`config.mk`:
```
export PLATFORM = sky130hd
export DESIGN_NAME = gripper_stall_sense_sequencer_unit
export DESIGN_NICKNAME = d
export VERILOG_FILES = /design/src/design/gss_pkg.sv /design/src/design/gripper_stall_sense_sequencer_unit.sv
export SDC_FILE = /design/constraint.sdc
export NUM_CORES = 1
export LEC_CHECK = 0
export ABC_AREA = 1
export BUFFER_PORTS_ARGS = -buffer_cell sky130_fd_sc_hd__buf_4
export CAP_MARGIN = 20
export CORE_UTILIZATION = 54
export CTS_CLUSTER_SIZE = 14
export DETAILED_ROUTE_END_ITERATION = 12
export PLACE_DENSITY = 0.76
export SYNTH_ARGS = -nofsm -noshare
export SYNTH_HDL_FRONTEND = slang
export SYNTH_SLANG_ARGS = --single-unit
```
`constraint.sdc`:
```
create_clock -name clk -period 4.8 [get_ports clk]
set_input_delay 0.72 -clock clk [delete_from_list [all_inputs] [get_ports clk]]
set_output_delay 0.72 -clock clk [all_outputs]
set_load 0.05 [all_outputs]
```
`src/design/gss_pkg.sv`:
```
// Shared types and constants for the gripper stall-sense sequencer.
package gss_pkg;

  // Request codes carried in req_type
  localparam logic [1:0] REQ_START  = 2'd0;
  localparam logic [1:0] REQ_SAMPLE = 2'd1;
  localparam logic [1:0] REQ_TICK   = 2'd2;

  // Configuration register indexes (byte address = 4 * index)
  localparam logic [2:0] REG_ZERO_POINT = 3'd0;
  localparam logic [2:0] REG_STALL_THR  = 3'd1;
  localparam logic [2:0] REG_MIN_RUN    = 3'd2;
  localparam logic [2:0] REG_MAX_SENSE  = 3'd3;
  localparam logic [2:0] REG_PWM_DUTY   = 3'd4;

  // Register field widths
  localparam int HALF_W = 11;
  localparam int MS_W   = 16;
  localparam int DUTY_W = 8;
  localparam int ADC_W  = 10;

  // Register reset values
  localparam logic [HALF_W-1:0] ZERO_POINT_RST = 11'd1023;
  localparam logic [HALF_W-1:0] STALL_THR_RST  = 11'd33;
  localparam logic [MS_W-1:0]   MIN_RUN_RST    = 16'd500;
  localparam logic [MS_W-1:0]   MAX_SENSE_RST  = 16'd3000;
  localparam logic [DUTY_W-1:0] PWM_DUTY_RST   = 8'd200;

  // Move status codes
  localparam logic STATUS_STALL   = 1'b0;
  localparam logic STATUS_TIMEOUT = 1'b1;

endpackage

```
`src/design/gripper_stall_sense_sequencer_unit.sv`:
```
// Gripper stall-sense sequencer: motor run, minimum-time wait, windowed current sense.
// The result word for an accepted item is registered and valid in the next cycle.
// Throughput: one item per cycle; the single output register takes a new word whenever
// it is empty or being read in the same cycle.
// Reset (rst, synchronous): sequencer idle, counters and sum cleared, status stall,
// configuration registers back to their defaults, output register empty.
module gripper_stall_sense_sequencer_unit
  import gss_pkg::*;
#(
  parameter int WINDOW   = 200,
  parameter int ADC_BITS = 10
) (
  input  logic              clk,
  input  logic              rst,
  // APB-style configuration port
  input  logic              psel,
  input  logic              penable,
  input  logic              pwrite,
  input  logic [4:0]        paddr,
  input  logic [31:0]       pwdata,
  output logic [31:0]       prdata,
  output logic              pready,
  // request channel
  input  logic              item_valid,
  output logic              item_ready,
  input  logic [1:0]        req_type,
  input  logic              open_request,
  input  logic [ADC_W-1:0]  adc_sample,
  // result channel
  output logic              result_valid,
  input  logic              result_ready,
  output logic              motor_enable,
  output logic              drive_a,
  output logic              drive_b,
  output logic [DUTY_W-1:0] duty_out,
  output logic              busy_res,
  output logic              done_res,
  output logic              status
);

  // Derived widths
  localparam int SMP_W  = (ADC_BITS < ADC_W) ? ADC_BITS : ADC_W;
  localparam int SUM_W  = $clog2(WINDOW * ((1 << SMP_W) - 1) + 1);
  localparam int CNT_W  = $clog2(WINDOW + 1);
  localparam int PROD_W = HALF_W + $clog2(WINDOW + 1);
  localparam int CMP_W  = (SUM_W + 1 > PROD_W) ? SUM_W + 1 : PROD_W;
  localparam logic [CNT_W-1:0] WIN_CNT = CNT_W'(WINDOW);
  localparam logic [MS_W-1:0]  MS_MAX  = '1;

  typedef enum logic [1:0] {
    PH_IDLE   = 2'd0,
    PH_MINRUN = 2'd1,
    PH_SENSE  = 2'd2
  } phase_t;

  // Configuration registers, plus zero-point and threshold terms prescaled by WINDOW
  logic [HALF_W-1:0] zero_point_half;
  logic [HALF_W-1:0] stall_threshold_half;
  logic [MS_W-1:0]   min_run_ms;
  logic [MS_W-1:0]   max_sense_ms;
  logic [DUTY_W-1:0] pwm_duty;
  logic [CMP_W-1:0]  zero_scaled;
  logic [CMP_W-1:0]  thr_scaled;

  // Sequencer state
  phase_t            phase, phase_next;
  logic              move_open, move_open_next;
  logic [MS_W-1:0]   elapsed_ms, elapsed_ms_next;
  logic [CNT_W-1:0]  window_count, window_count_next;
  logic [SUM_W-1:0]  window_sum, window_sum_next;
  logic              last_status, last_status_next;
  logic              done_next;

  logic              item_fire;
  logic              cfg_write;
  logic [SMP_W-1:0]  sample;
  logic [SUM_W-1:0]  sum_add;
  logic [CNT_W-1:0]  count_add;
  logic [MS_W-1:0]   elapsed_inc;
  logic [CMP_W-1:0]  twice_sum;
  logic              stalled;
  logic              busy_next;

  assign pready    = 1'b1;
  assign cfg_write = psel && penable && pwrite && pready;
  assign item_ready = !result_valid || result_ready;
  assign item_fire  = item_valid && item_ready;

  // Configuration write; products by WINDOW formed here to keep the item path short
  always_ff @(posedge clk) begin
    if (rst) begin
      zero_point_half      <= ZERO_POINT_RST;
      stall_threshold_half <= STALL_THR_RST;
      min_run_ms           <= MIN_RUN_RST;
      max_sense_ms         <= MAX_SENSE_RST;
      pwm_duty             <= PWM_DUTY_RST;
      zero_scaled          <= CMP_W'(ZERO_POINT_RST) * CMP_W'(WINDOW);
      thr_scaled           <= CMP_W'(STALL_THR_RST) * CMP_W'(WINDOW);
    end else if (cfg_write) begin
      case (paddr[4:2])
        REG_ZERO_POINT: begin
          zero_point_half <= pwdata[HALF_W-1:0];
          zero_scaled     <= CMP_W'(pwdata[HALF_W-1:0]) * CMP_W'(WINDOW);
        end
        REG_STALL_THR: begin
          stall_threshold_half <= pwdata[HALF_W-1:0];
          thr_scaled           <= CMP_W'(pwdata[HALF_W-1:0]) * CMP_W'(WINDOW);
        end
        REG_MIN_RUN:   min_run_ms   <= pwdata[MS_W-1:0];
        REG_MAX_SENSE: max_sense_ms <= pwdata[MS_W-1:0];
        REG_PWM_DUTY:  pwm_duty     <= pwdata[DUTY_W-1:0];
        default: ;
      endcase
    end
  end

  // Register read
  always_comb begin
    unique case (paddr[4:2])
      REG_ZERO_POINT: prdata = 32'(zero_point_half);
      REG_STALL_THR:  prdata = 32'(stall_threshold_half);
      REG_MIN_RUN:    prdata = 32'(min_run_ms);
      REG_MAX_SENSE:  prdata = 32'(max_sense_ms);
      REG_PWM_DUTY:   prdata = 32'(pwm_duty);
      default:        prdata = '0;
    endcase
  end

  // Window arithmetic: |2*sum - zero*WINDOW| >= thr*WINDOW
  assign sample      = adc_sample[SMP_W-1:0];
  assign sum_add     = window_sum + SUM_W'(sample);
  assign count_add   = window_count + CNT_W'(1);
  assign elapsed_inc = (elapsed_ms == MS_MAX) ? elapsed_ms : elapsed_ms + MS_W'(1);
  assign twice_sum   = CMP_W'({sum_add, 1'b0});
  assign stalled     = (twice_sum >= zero_scaled) ?
                       ((twice_sum - zero_scaled) >= thr_scaled) :
                       ((zero_scaled - twice_sum) >= thr_scaled);

  // Next state for one request word
  always_comb begin
    phase_next        = phase;
    move_open_next    = move_open;
    elapsed_ms_next   = elapsed_ms;
    window_count_next = window_count;
    window_sum_next   = window_sum;
    last_status_next  = last_status;
    done_next         = 1'b0;
    case (req_type)
      REQ_START: begin
        if (phase == PH_IDLE) begin
          move_open_next    = open_request;
          elapsed_ms_next   = '0;
          window_count_next = '0;
          window_sum_next   = '0;
          phase_next        = (min_run_ms == '0) ? PH_SENSE : PH_MINRUN;
        end
      end
      REQ_SAMPLE: begin
        if (phase == PH_SENSE) begin
          window_sum_next   = sum_add;
          window_count_next = count_add;
          if (count_add >= WIN_CNT) begin
            window_count_next = '0;
            window_sum_next   = '0;
            if (stalled) begin
              phase_next       = PH_IDLE;
              last_status_next = STATUS_STALL;
              elapsed_ms_next  = '0;
              done_next        = 1'b1;
            end
          end
        end
      end
      REQ_TICK: begin
        if (phase == PH_MINRUN) begin
          elapsed_ms_next = elapsed_inc;
          if (elapsed_inc >= min_run_ms) begin
            phase_next        = PH_SENSE;
            elapsed_ms_next   = '0;
            window_count_next = '0;
            window_sum_next   = '0;
          end
        end else if (phase == PH_SENSE) begin
          elapsed_ms_next = elapsed_inc;
          if (elapsed_inc > max_sense_ms) begin
            phase_next        = PH_IDLE;
            last_status_next  = STATUS_TIMEOUT;
            elapsed_ms_next   = '0;
            window_count_next = '0;
            window_sum_next   = '0;
            done_next         = 1'b1;
          end
        end
      end
      default: ;
    endcase
  end

  assign busy_next = (phase_next != PH_IDLE);

  // State and result register
  always_ff @(posedge clk) begin
    if (rst) begin
      phase        <= PH_IDLE;
      move_open    <= 1'b0;
      elapsed_ms   <= '0;
      window_count <= '0;
      window_sum   <= '0;
      last_status  <= STATUS_STALL;
      result_valid <= 1'b0;
    end else begin
      if (item_fire) begin
        phase        <= phase_next;
        move_open    <= move_open_next;
        elapsed_ms   <= elapsed_ms_next;
        window_count <= window_count_next;
        window_sum   <= window_sum_next;
        last_status  <= last_status_next;
        result_valid <= 1'b1;
      end else if (result_ready) begin
        result_valid <= 1'b0;
      end
    end
  end

  // Result payload, loaded with each accepted word
  always_ff @(posedge clk) begin
    if (item_fire) begin
      motor_enable <= busy_next;
      drive_a      <= busy_next && !move_open_next;
      drive_b      <= busy_next && move_open_next;
      duty_out     <= busy_next ? pwm_duty : '0;
      busy_res     <= busy_next;
      done_res     <= done_next;
      status       <= last_status_next;
    end
  end

endmodule

```
After elaboration in Yosys (flattened, before gate mapping)
Cells that the tools add are included.
{"block": "classes", "add_sub_neg": 5, "mul": 1, "n_div": 0, "order_cmp": 6, "n_eq_ne": 16, "shift": 0, "mux": 56, "bitwise": 0, "reduce_logical": 22}
{"cell": "2-to-1 mux 16 bit", "n": 9}
{"cell": "2-to-1 mux 18 bit", "n": 7}
{"cell": "case mux 16 bit (5 select lines)", "n": 1}
{"cell": ">= comparator 19 bit", "n": 3}
{"cell": "2-to-1 mux 8 bit", "n": 7}
{"cell": "case mux 18 bit (3 select lines)", "n": 1}
{"cell": "case mux 16 bit (3 select lines)", "n": 1}
{"cell": "subtractor 19 bit", "n": 2}
{"cell": "case mux 8 bit (3 select lines)", "n": 1}
{"cell": "adder 18 x 10 -> 18 bit", "n": 1}
{"cell": "2-to-1 mux 2 bit", "n": 9}
{"cell": "2-to-1 mux 1 bit", "n": 17}
{"cell": "adder 16 x 1 -> 16 bit (second input constant)", "n": 1}
{"cell": "equality test 16 bit (second input constant)", "n": 1}
{"cell": ">= comparator 16 bit", "n": 1}
{"cell": "> comparator 16 bit", "n": 1}
{"cell": "zero test 16 bit", "n": 1}
{"cell": "multiplier 11 x 5 -> 16 bit (second input constant)", "n": 1}
{"cell": "AND reduction 7 bit", "n": 2}
{"cell": "AND reduction 2 bit", "n": 5}
{"cell": "inequality test 3 bit (second input constant)", "n": 3}
{"cell": "adder 8 x 1 -> 8 bit (second input constant)", "n": 1}
{"cell": ">= comparator 8 bit (second input constant)", "n": 1}
{"cell": "inequality test 2 bit (second input constant)", "n": 4}
{"cell": "other kinds (14)", "n": 25}
{"block": "totals", "register_bits": 154, "latch_bits": 0, "ramBits": 0, "romBits": 0, "in_bits": 57, "out_inout_bits": 49, "word_cells": 126, "mem_count": 0}

Longest topological paths before layout
Gate-level depths: netlist (run 1).
{"block": "logic_depth", "depth_word": 10, "mapped_depth": 35, "mapped_depth_nobuf": 34}

Worst setup path before layout (run 1)
Ideal clock, no wire load.
{"block": "synth_path", "path_kind": "input-to-reg", "from": "in adc_sample[0]", "to": "reg duty_out[1] (data pin)", "setup_time_ns": 0.260, "arrival_ns": 4.896, "t_required_ns": 4.540, "setup_slack_ns": -0.356, "stages": 32, "n_path_buf": 2, "cell_sequence": "ha_1 > fa_1 > nand3_1 > nand3_1 > nand2_1 > nand2_1 > a21boi_0 > nor2_1 > nand2_1 > xnor2_1 > ha_1 > buf_4 > nand2_1 > nor4_1 > nand2_1 > o2111ai_1 > xor2_1 > inv_1 > ha_1 > nand2_1 > nor2_1 > nor3b_1 > nand2_1 > nand3_1 > nand2_1 > nand2_2 > nand2_2 > nand2_2 > nand3_1 > a21oi_2 > buf_4 > a21oi_1"}
{"block": "synth_between", "elab_chain_cells": 9, "elab_cells_between_ends": 12, "cone_classes": "add/sub (3); order compare (3); mux (5); reduce/logical (1)"}
{"element": "start, declared", "line": "gripper_stall_sense_sequencer_unit.sv:28", "source": "input logic [ADC_W-1:0] adc_sample,"}
{"element": "adder 18 x 10 -> 18 bit *", "line": "gripper_stall_sense_sequencer_unit.sv:131", "source": "assign sum_add = window_sum + SUM_W'(sample);"}
{"element": "subtractor 19 bit, on equally long branches", "line": "gripper_stall_sense_sequencer_unit.sv:137, gripper_stall_sense_sequencer_unit.sv:136"}
{"element": ">= comparator 19 bit, on equally long branches", "line": "gripper_stall_sense_sequencer_unit.sv:137, gripper_stall_sense_sequencer_unit.sv:136"}
{"element": "2-to-1 mux 1 bit *", "line": "gripper_stall_sense_sequencer_unit.sv:135", "source": "assign stalled = (twice_sum >= zero_scaled) ?"}
{"element": "2-to-1 mux 2 bit *", "line": "gripper_stall_sense_sequencer_unit.sv:165", "source": "if (stalled) begin"}
{"element": "2-to-1 mux 2 bit *", "line": "gripper_stall_sense_sequencer_unit.sv:162", "source": "if (count_add >= WIN_CNT) begin"}
{"element": "2-to-1 mux 2 bit *", "line": "gripper_stall_sense_sequencer_unit.sv:159", "source": "if (phase == PH_SENSE) begin"}
{"element": "case mux 2 bit (3 select lines) *", "line": "gripper_stall_sense_sequencer_unit.sv:148", "source": "case (req_type)"}
{"element": "nonzero test 2 bit *", "line": "gripper_stall_sense_sequencer_unit.sv:199", "source": "assign busy_next = (phase_next != PH_IDLE);"}
{"element": "end signal, assigned", "line": "gripper_stall_sense_sequencer_unit.sv:232", "source": "duty_out <= busy_next ? pwm_duty : '0;"}
{"element": "end, declared", "line": "gripper_stall_sense_sequencer_unit.sv:35", "source": "output logic [DUTY_W-1:0] duty_out,"}
Every way passes the cells marked *; elsewhere a longest branch is shown, timed or not.
A chain may end at the register's enable or synchronous reset.

Worst setup path after layout (run 1)
{"block": "layout_path", "from": "in adc_sample[0]", "to": "reg duty_out[4] (data pin)"}
Same word-level chain as after synthesis.

==> results of run 1 <==
==> timing repair <==
item | 4_1_cts | 5_1_grt
endpoints found under the setup margin | 30 | 30
gates resized for setup | 75 | 64
setup buffers | 9 | 4
gates cloned | 1 | 1
pin swaps | 46 | 27
==> layout by cell type (no fill, tap or decap), types with 43 or more instances in the layout <==
| master | synthesis | final |
|---|---|---|
| nand2_1 | 291 | 273 |
| inv_1 | 229 | 223 |
| buf_4 | 26 | 199 |
| a21oi_1 | 160 | 137 |
| ha_1 | 154 | 135 |
| dfxtp_1 | 135 | 135 |
| o21ai_0 | 95 | 81 |
| nor2_1 | 60 | 55 |
| nand3_1 | 54 | 48 |
| xor2_1 | 49 | 43 |
==> worst max-delay path, delay by kind of cell <==
kind / cells / cell delay (ns)
AOI/OAI and AO/OA: 4 / 0.47
xor gates and xnor gates: 2 / 0.34
adders and majority gates: 4 / 0.99
buffers and inverters: 9 / 0.95
and+or+nand+nor: 17 / 1.49
==> through the flow <==
step	total power [mW]	TNS (ns)	hold slack (ns)	instance area (sq um)	worst slack (ns)
after global placement	2.153	-15.36	0.4394	12940	-0.5787
after global routing	3.728	-5.621	0.4903	14290	-0.2445
after detailed placement	2.174	-19.69	0.4593	12940	-0.7114
after floorplan	1.909	-2.026	0.4294	11510	-0.1513
final	3.583	0	0.4710	14290	0.004764
after CTS	3.533	0	0.4698	13940	0.02215
==> worst min path at each step <==
stage,from,end,slack [ns],cells after the start
global placement,zero_point_half[3],zero_point_half[3],0.44,2
detailed placement,zero_point_half[3],zero_point_half[3],0.46,2
global route,window_count[6],window_count[6],0.49,2
finish,window_count[6],window_count[6],0.47,2
floorplan,zero_point_half[3],zero_point_half[3],0.43,2
CTS,window_count[6],window_count[6],0.47,2
==> state kept, by name, indices dropped and copies added, names as in the netlist, 8 cells and up <==
name,flops
elapsed_ms,16
zero_scaled,13
duty_out,8
max_sense_ms,16
stall_threshold_half,11
zero_point_half,11
pwm_duty,8
min_run_ms,16
thr_scaled,13
window_sum,18
window_count,8
==> logic make-up (layout without fill, tap and decap cells) <==
logic type	count (synthesis)	count (layout)	share of synthesized area, %
XOR/XNOR	67	67	5.160
flip-flops	148	148	27.20
AO/OA/AOI/OAI	366	366	19.03
AND/OR/NAND/NOR	485	485	18.56
buffers and inverters	309	482	11.53
adder cells (fa/ha/maj)	162	162	18.35
multiplexers	1	1	0.09901
other	2	17	0.06604
==> layout make-up <==
cell class	instances	area, sq um
Clock inverter	11	112.6
Sequential cell	148	3093
Inverter	239	897.1
Multi-Input combinational cell	1098	7704
Timing Repair Buffer	211	1685
Fill cell	1626	6140
Tap cell	270	337.8
Clock buffer	21	460.4
==> metal layers <==
metal	share of wire (%)	vias up	global-route usage [%]	wire, um
li1	-	5408	-	-
met1	45	5099	39.66	14460
met2	46	399	48.42	15030
met3	6.2	75	4.379	2017
met4	2.5	0	10.05	822
met5	0	-	0	0
==> cells in the mapped netlist (all sizes together) (6+ instances only) <==
library cell and n:
clkbuf 32, nand4 15, xor2 49, dfxtp 135
a21oi 182, nand3b 6, nand3 55, a221oi 7
ha 154, nor3 16, o2111ai 7, o21ai 98
xnor2 18, nor2 65, nand2 321, o22ai 13
a31oi 6, inv 236, fa 8, buf 37
o211ai 31, edfxtp 13
==> power by group through the flow <==
stage	logic, mW	registers (mW)	clock network (mW)
global placement	0.841	1.31	0
detailed placement	0.861	1.31	0
floorplan	0.569	1.34	0
finish	0.953	1.29	1.34
CTS	0.910	1.29	1.34
global route	1.04	1.29	1.40
==> results.cfg, run 1 <==
[yosys]
yosysUniqueCellTypes = 56
netlist.area_leader.share_pct = 23.76
synth-seq-area-share_pct = 27.20
synth_edf_count = 13
ys_warn_count = 0
syn_area_sq_mm = 0.01137
yosysTopAreaCell = dfxtp_1
synth-main-ff-cell = dfxtp_1
synthCells = 1540
synth.area.top_cells = dfxtp_1, ha_1, nand2_1
synthArstFlopShare_pct = 0
ys_ff_latch = 148
postSynthAreaPerCell_sq_um = 7.385

[clocking]
h-tree-depth = 4
clk-insertion-delay-late_ns = 0.44
tritoncts = yes
clock_path_buffers = 2
cts_buffers = 17
holdBufCountCts = 0
root_buffer = clkbuf_16
path_clk_slew_ns = 0.07
clock-sinks = 148

[final_layout]
fin_util_pct = 69.95
diodes = 0
final_nets = 1934
area_delta_synth_final_pct = 25.66
drive_above_1_share_pct = 24.71
finalNonFillerCells = 1998

[sta]
setup_viol = 0
fmax_ghz = 0.2085
max_slew_margin_pct = 41.91
finalMaxSlewViolations = 0
skew_ns = 0.01149
finalCriticalPeriod_ns = 4.795
tightest_slew_ns = 0.8704
fin_crit_sh_pct = 99.90
rsz0062_at_grt = yes
hold_viol_final = 0

[grt]
antenna_found_initial = 0
first_global_vias = 10522
grt_usage_pct = 29.58
grt_overflow = 0
grt_max_degree = 61
grt_first_pass_wirelength_um = 51510

[setup_path]
critPathKind = input port to flop
path_max_fanout = 3
startpoint = adc_sample[0]
endpoint = duty_out[4]
crit_path_end_kind = flop
worstPathRequired_ns = 4.99
critPathArrivalTime_ns = 4.98
max_stage_delay_ns = 0.35
r2r-start = window_sum[0]
rrSetupSlack_ns = 0.03
critPathLaunchType = input port
r2r_cells = 35
slowest_stage = fa_2
rr_endpoint = duty_out[4]

[placed_design]
portBuffers = 70
hpwl_um = 22650
dp.cells = 1953
gp_congestion = 0.9108

[worst_hold_path]
hp-class = flop to flop

[route]
ant_nets = 0
firstDrtPassIters = 7
wl_um = 32340
drcViolationCount = 0
vias_per_cell = 5.496
vias = 10981
drt_iter0_drc = 860
wl_per_cell_um = 16.18

[power]
clockPowerShare_pct = 37.5
peakVddDrop_v = 0.0002703
internal-power_mw = 2.385
seq_power_share_pct = 35.9
switching_share_pct = 33.43
power_switching_mw = 1.198
powerDensity_mw_per_mm2 = 250.8
leakage_nw = 6.772
p_comb_share_pct = 26.6

[die]
die_h_um = 147.1
die_w_um = 147.1
ios = 106
coreArea_sq_mm = 0.02043
std_cell_rows = 52
floorplan.die_area_sq_mm = 0.02164
initial_core_util_pct = 55.67

[status]
status = complete, no violations

[run]
drv_cap = 0
Note: power is estimated with default switching activity, not from simulation.
==> run 2, diff against run 1 <==
--- a/config.mk
+++ b/config.mk
@@ -8,10 +8,12 @@
 export ABC_AREA = 1
 export BUFFER_PORTS_ARGS = -buffer_cell sky130_fd_sc_hd__buf_4
 export CAP_MARGIN = 20
+export CORE_ASPECT_RATIO = 0.6
 export CORE_UTILIZATION = 54
 export CTS_CLUSTER_SIZE = 14
 export DETAILED_ROUTE_END_ITERATION = 12
 export PLACE_DENSITY = 0.76
+export REMOVE_ABC_BUFFERS = 1
 export SYNTH_ARGS = -nofsm -noshare
 export SYNTH_HDL_FRONTEND = slang
 export SYNTH_SLANG_ARGS = --single-unit
==> run 2 against run 1 <==
Compared with the run above: the flow now finishes with violations (setup timing); clock skew is 0.0011 ns lower; final cell count rose by 0.30%; routed wire length is 7.5% higher; total power grew 4.0%; utilization increased by 0.77 points; first-iteration DRC count is 34% higher; sequential cell count stayed put; clock power is 9.7% higher; worst hold slack got worse by 0.00070 ns; via count rose by 2.8%; global-route usage is 2.3 points higher; non-clock buffer count is 4 higher; critical endpoint is now elapsed_ms[2]; largest cell class unchanged; highest routed layer unchanged.
==> results.cfg, run 2 (synthesis gave the netlist of run 1 again) <==
[clocking]
clk-insertion-delay-late_ns = 0.45
path_clk_slew_ns = 0.07
tritoncts = yes
clock-sinks = 148
root_buffer = clkbuf_16
h-tree-depth = 4
clock_path_buffers = 2
cts_buffers = 17

[sta]
fmax_ghz = 0.2039
worst_slack_ns = -0.1052
fin_crit_sh_pct = 102.2
hold_viol_final = 0
max_slew_margin_pct = 39.35
setup_viol = 27
skew_ns = 0.01039
fin_hold_ws_ns = 0.4703
finalCriticalPeriod_ns = 4.905
rsz0062_at_grt = yes
finalMaxSlewViolations = 0
tightest_slew_ns = 0.9088

[route]
wl_per_cell_um = 17.34
drcViolationCount = 0
vias = 11284
wl_um = 34760
vias_per_cell = 5.631
firstDrtPassIters = 6
ant_nets = 0
drt_iter0_drc = 1153

[final_layout]
diodes = 0
area_delta_synth_final_pct = 26.36
multi_input_area_sq_mm = 0.007656
final_nets = 1938
largest_register = window_sum
final_common_cell = nand2_1
drive_above_1_share_pct = 24.61
fin_util_pct = 70.72
largest_register_ffs = 18
seqCellArea_sq_mm = 0.003094
most-common-layout-cells = nand2_1, inv_1, buf_4
fillers = 1547

[grt]
grt_overflow = 0
grt_max_degree = 61
grt_first_pass_wirelength_um = 53980
first_global_vias = 10279
grt_usage_pct = 31.88
antenna_found_initial = 0

[setup_path]
worstPathRequired_ns = 5.10
crit_path_end_kind = flop
path_max_fanout = 8
max_stage_delay_ns = 0.30
crit_path_frequent_cell = nand2_1
critPathArrivalTime_ns = 5.20
slowest_stage = ha_1
critPathLaunchType = input port
critPathKind = input port to flop

[die]
floorplan.die_area_sq_mm = 0.02166
initial_core_util_pct = 55.97
coreArea_sq_mm = 0.02032
die_h_um = 114.4
std_cell_rows = 40
die_w_um = 189.3
ios = 106

[placed_design]
portBuffers = 70
hpwl_um = 24350
gp_congestion = 0.9781
pre_cts_ws_ns = -0.9897

[power]
seq_power_share_pct = 34.5
p_comb_share_pct = 26.2
leakage_nw = 6.829
powerDensity_mw_per_mm2 = 259.3
power_switching_mw = 1.198
clockPowerShare_pct = 39.3
peakVddDrop_v = 0.0002808
internal-power_mw = 2.528
switching_share_pct = 32.15

[run]
drv_cap = 0

[status]
status = finished, violations left
violations = setup timing

[worst_hold_path]
hp-class = flop to flop
run 2: per-layer routing:
| layer | vias to the layer above | part of all wire, % | GRT usage, % | wire (um) |
|---|---|---|---|---|
| met5 | - | 0 | 0 | 0 |
| li1 | 5437 | - | - | - |
| met2 | 567 | 41 | 46.42 | 14170 |
| met1 | 5207 | 46 | 46.64 | 16060 |
| met4 | 0 | 1.6 | 7.366 | 541 |
| met3 | 73 | 11 | 8.275 | 3991 |
run 2: final cells by class:
type                    instances  area share, %
repair buffers                215          12.22
clock inverters                12          1.245
clock buffers                  19          3.108
inverters                     239          6.243
well taps                     273          2.377
flip-flops and latches        148          21.53
multi-input cells            1098          53.28
run 2: worst paths after layout:
check	start	end	slack, ns	cells past startpoint
worst max-delay path	adc_sample[4]	elapsed_ms[2]	-0.11	34
worst min-delay path	window_count[6]	window_count[6]	0.47	2
worst max register to register	window_sum[4]	elapsed_ms[2]	-0.06	33
worst min register to register	window_count[6]	window_count[6]	0.47	2
run 2: critical path: cells and delay by family:
family          cells  cell delay, ns
compound gates      8            1.05
buf+inv             9            1.00
fa+ha+maj           3            0.86
simple gates       13            1.33
xor+xnor            1            0.22
run 2: power by group through the flow:
stage	Clock [mW]	Combinational [mW]	Sequential, mW
3_3_place_gp	0	0.848	1.31
2_1_floorplan	0	0.525	1.34
4_1_cts	1.46	0.937	1.28
5_1_grt	1.52	1.06	1.29
6_report	1.47	0.976	1.28
3_5_place_dp	0	0.869	1.31
run 2: metrics by stage:
stage                     setup TNS (ns)  cells  area (sq um)  total power, mW
after floorplan                   -12.29   1485         11010            1.868
after global placement            -23.56   1959         12910            2.158
after detailed placement          -27.70   1959         12910            2.180
after CTS                              0   2000         14210            3.680
after global routing              -9.105   2004         14370            3.871
final                             -2.061   2004         14370            3.726
run 2: repair_timing:
| action | CTS | global route |
|---|---|---|
| resized for setup | 128 | 29 |
| buffers inserted | 11 | 3 |
| gates cloned | 1 | 1 |
| endpoints found under the setup margin | 32 | 32 |
| hold buffers | 0 | 0 |
| pin swaps | 56 | 32 |
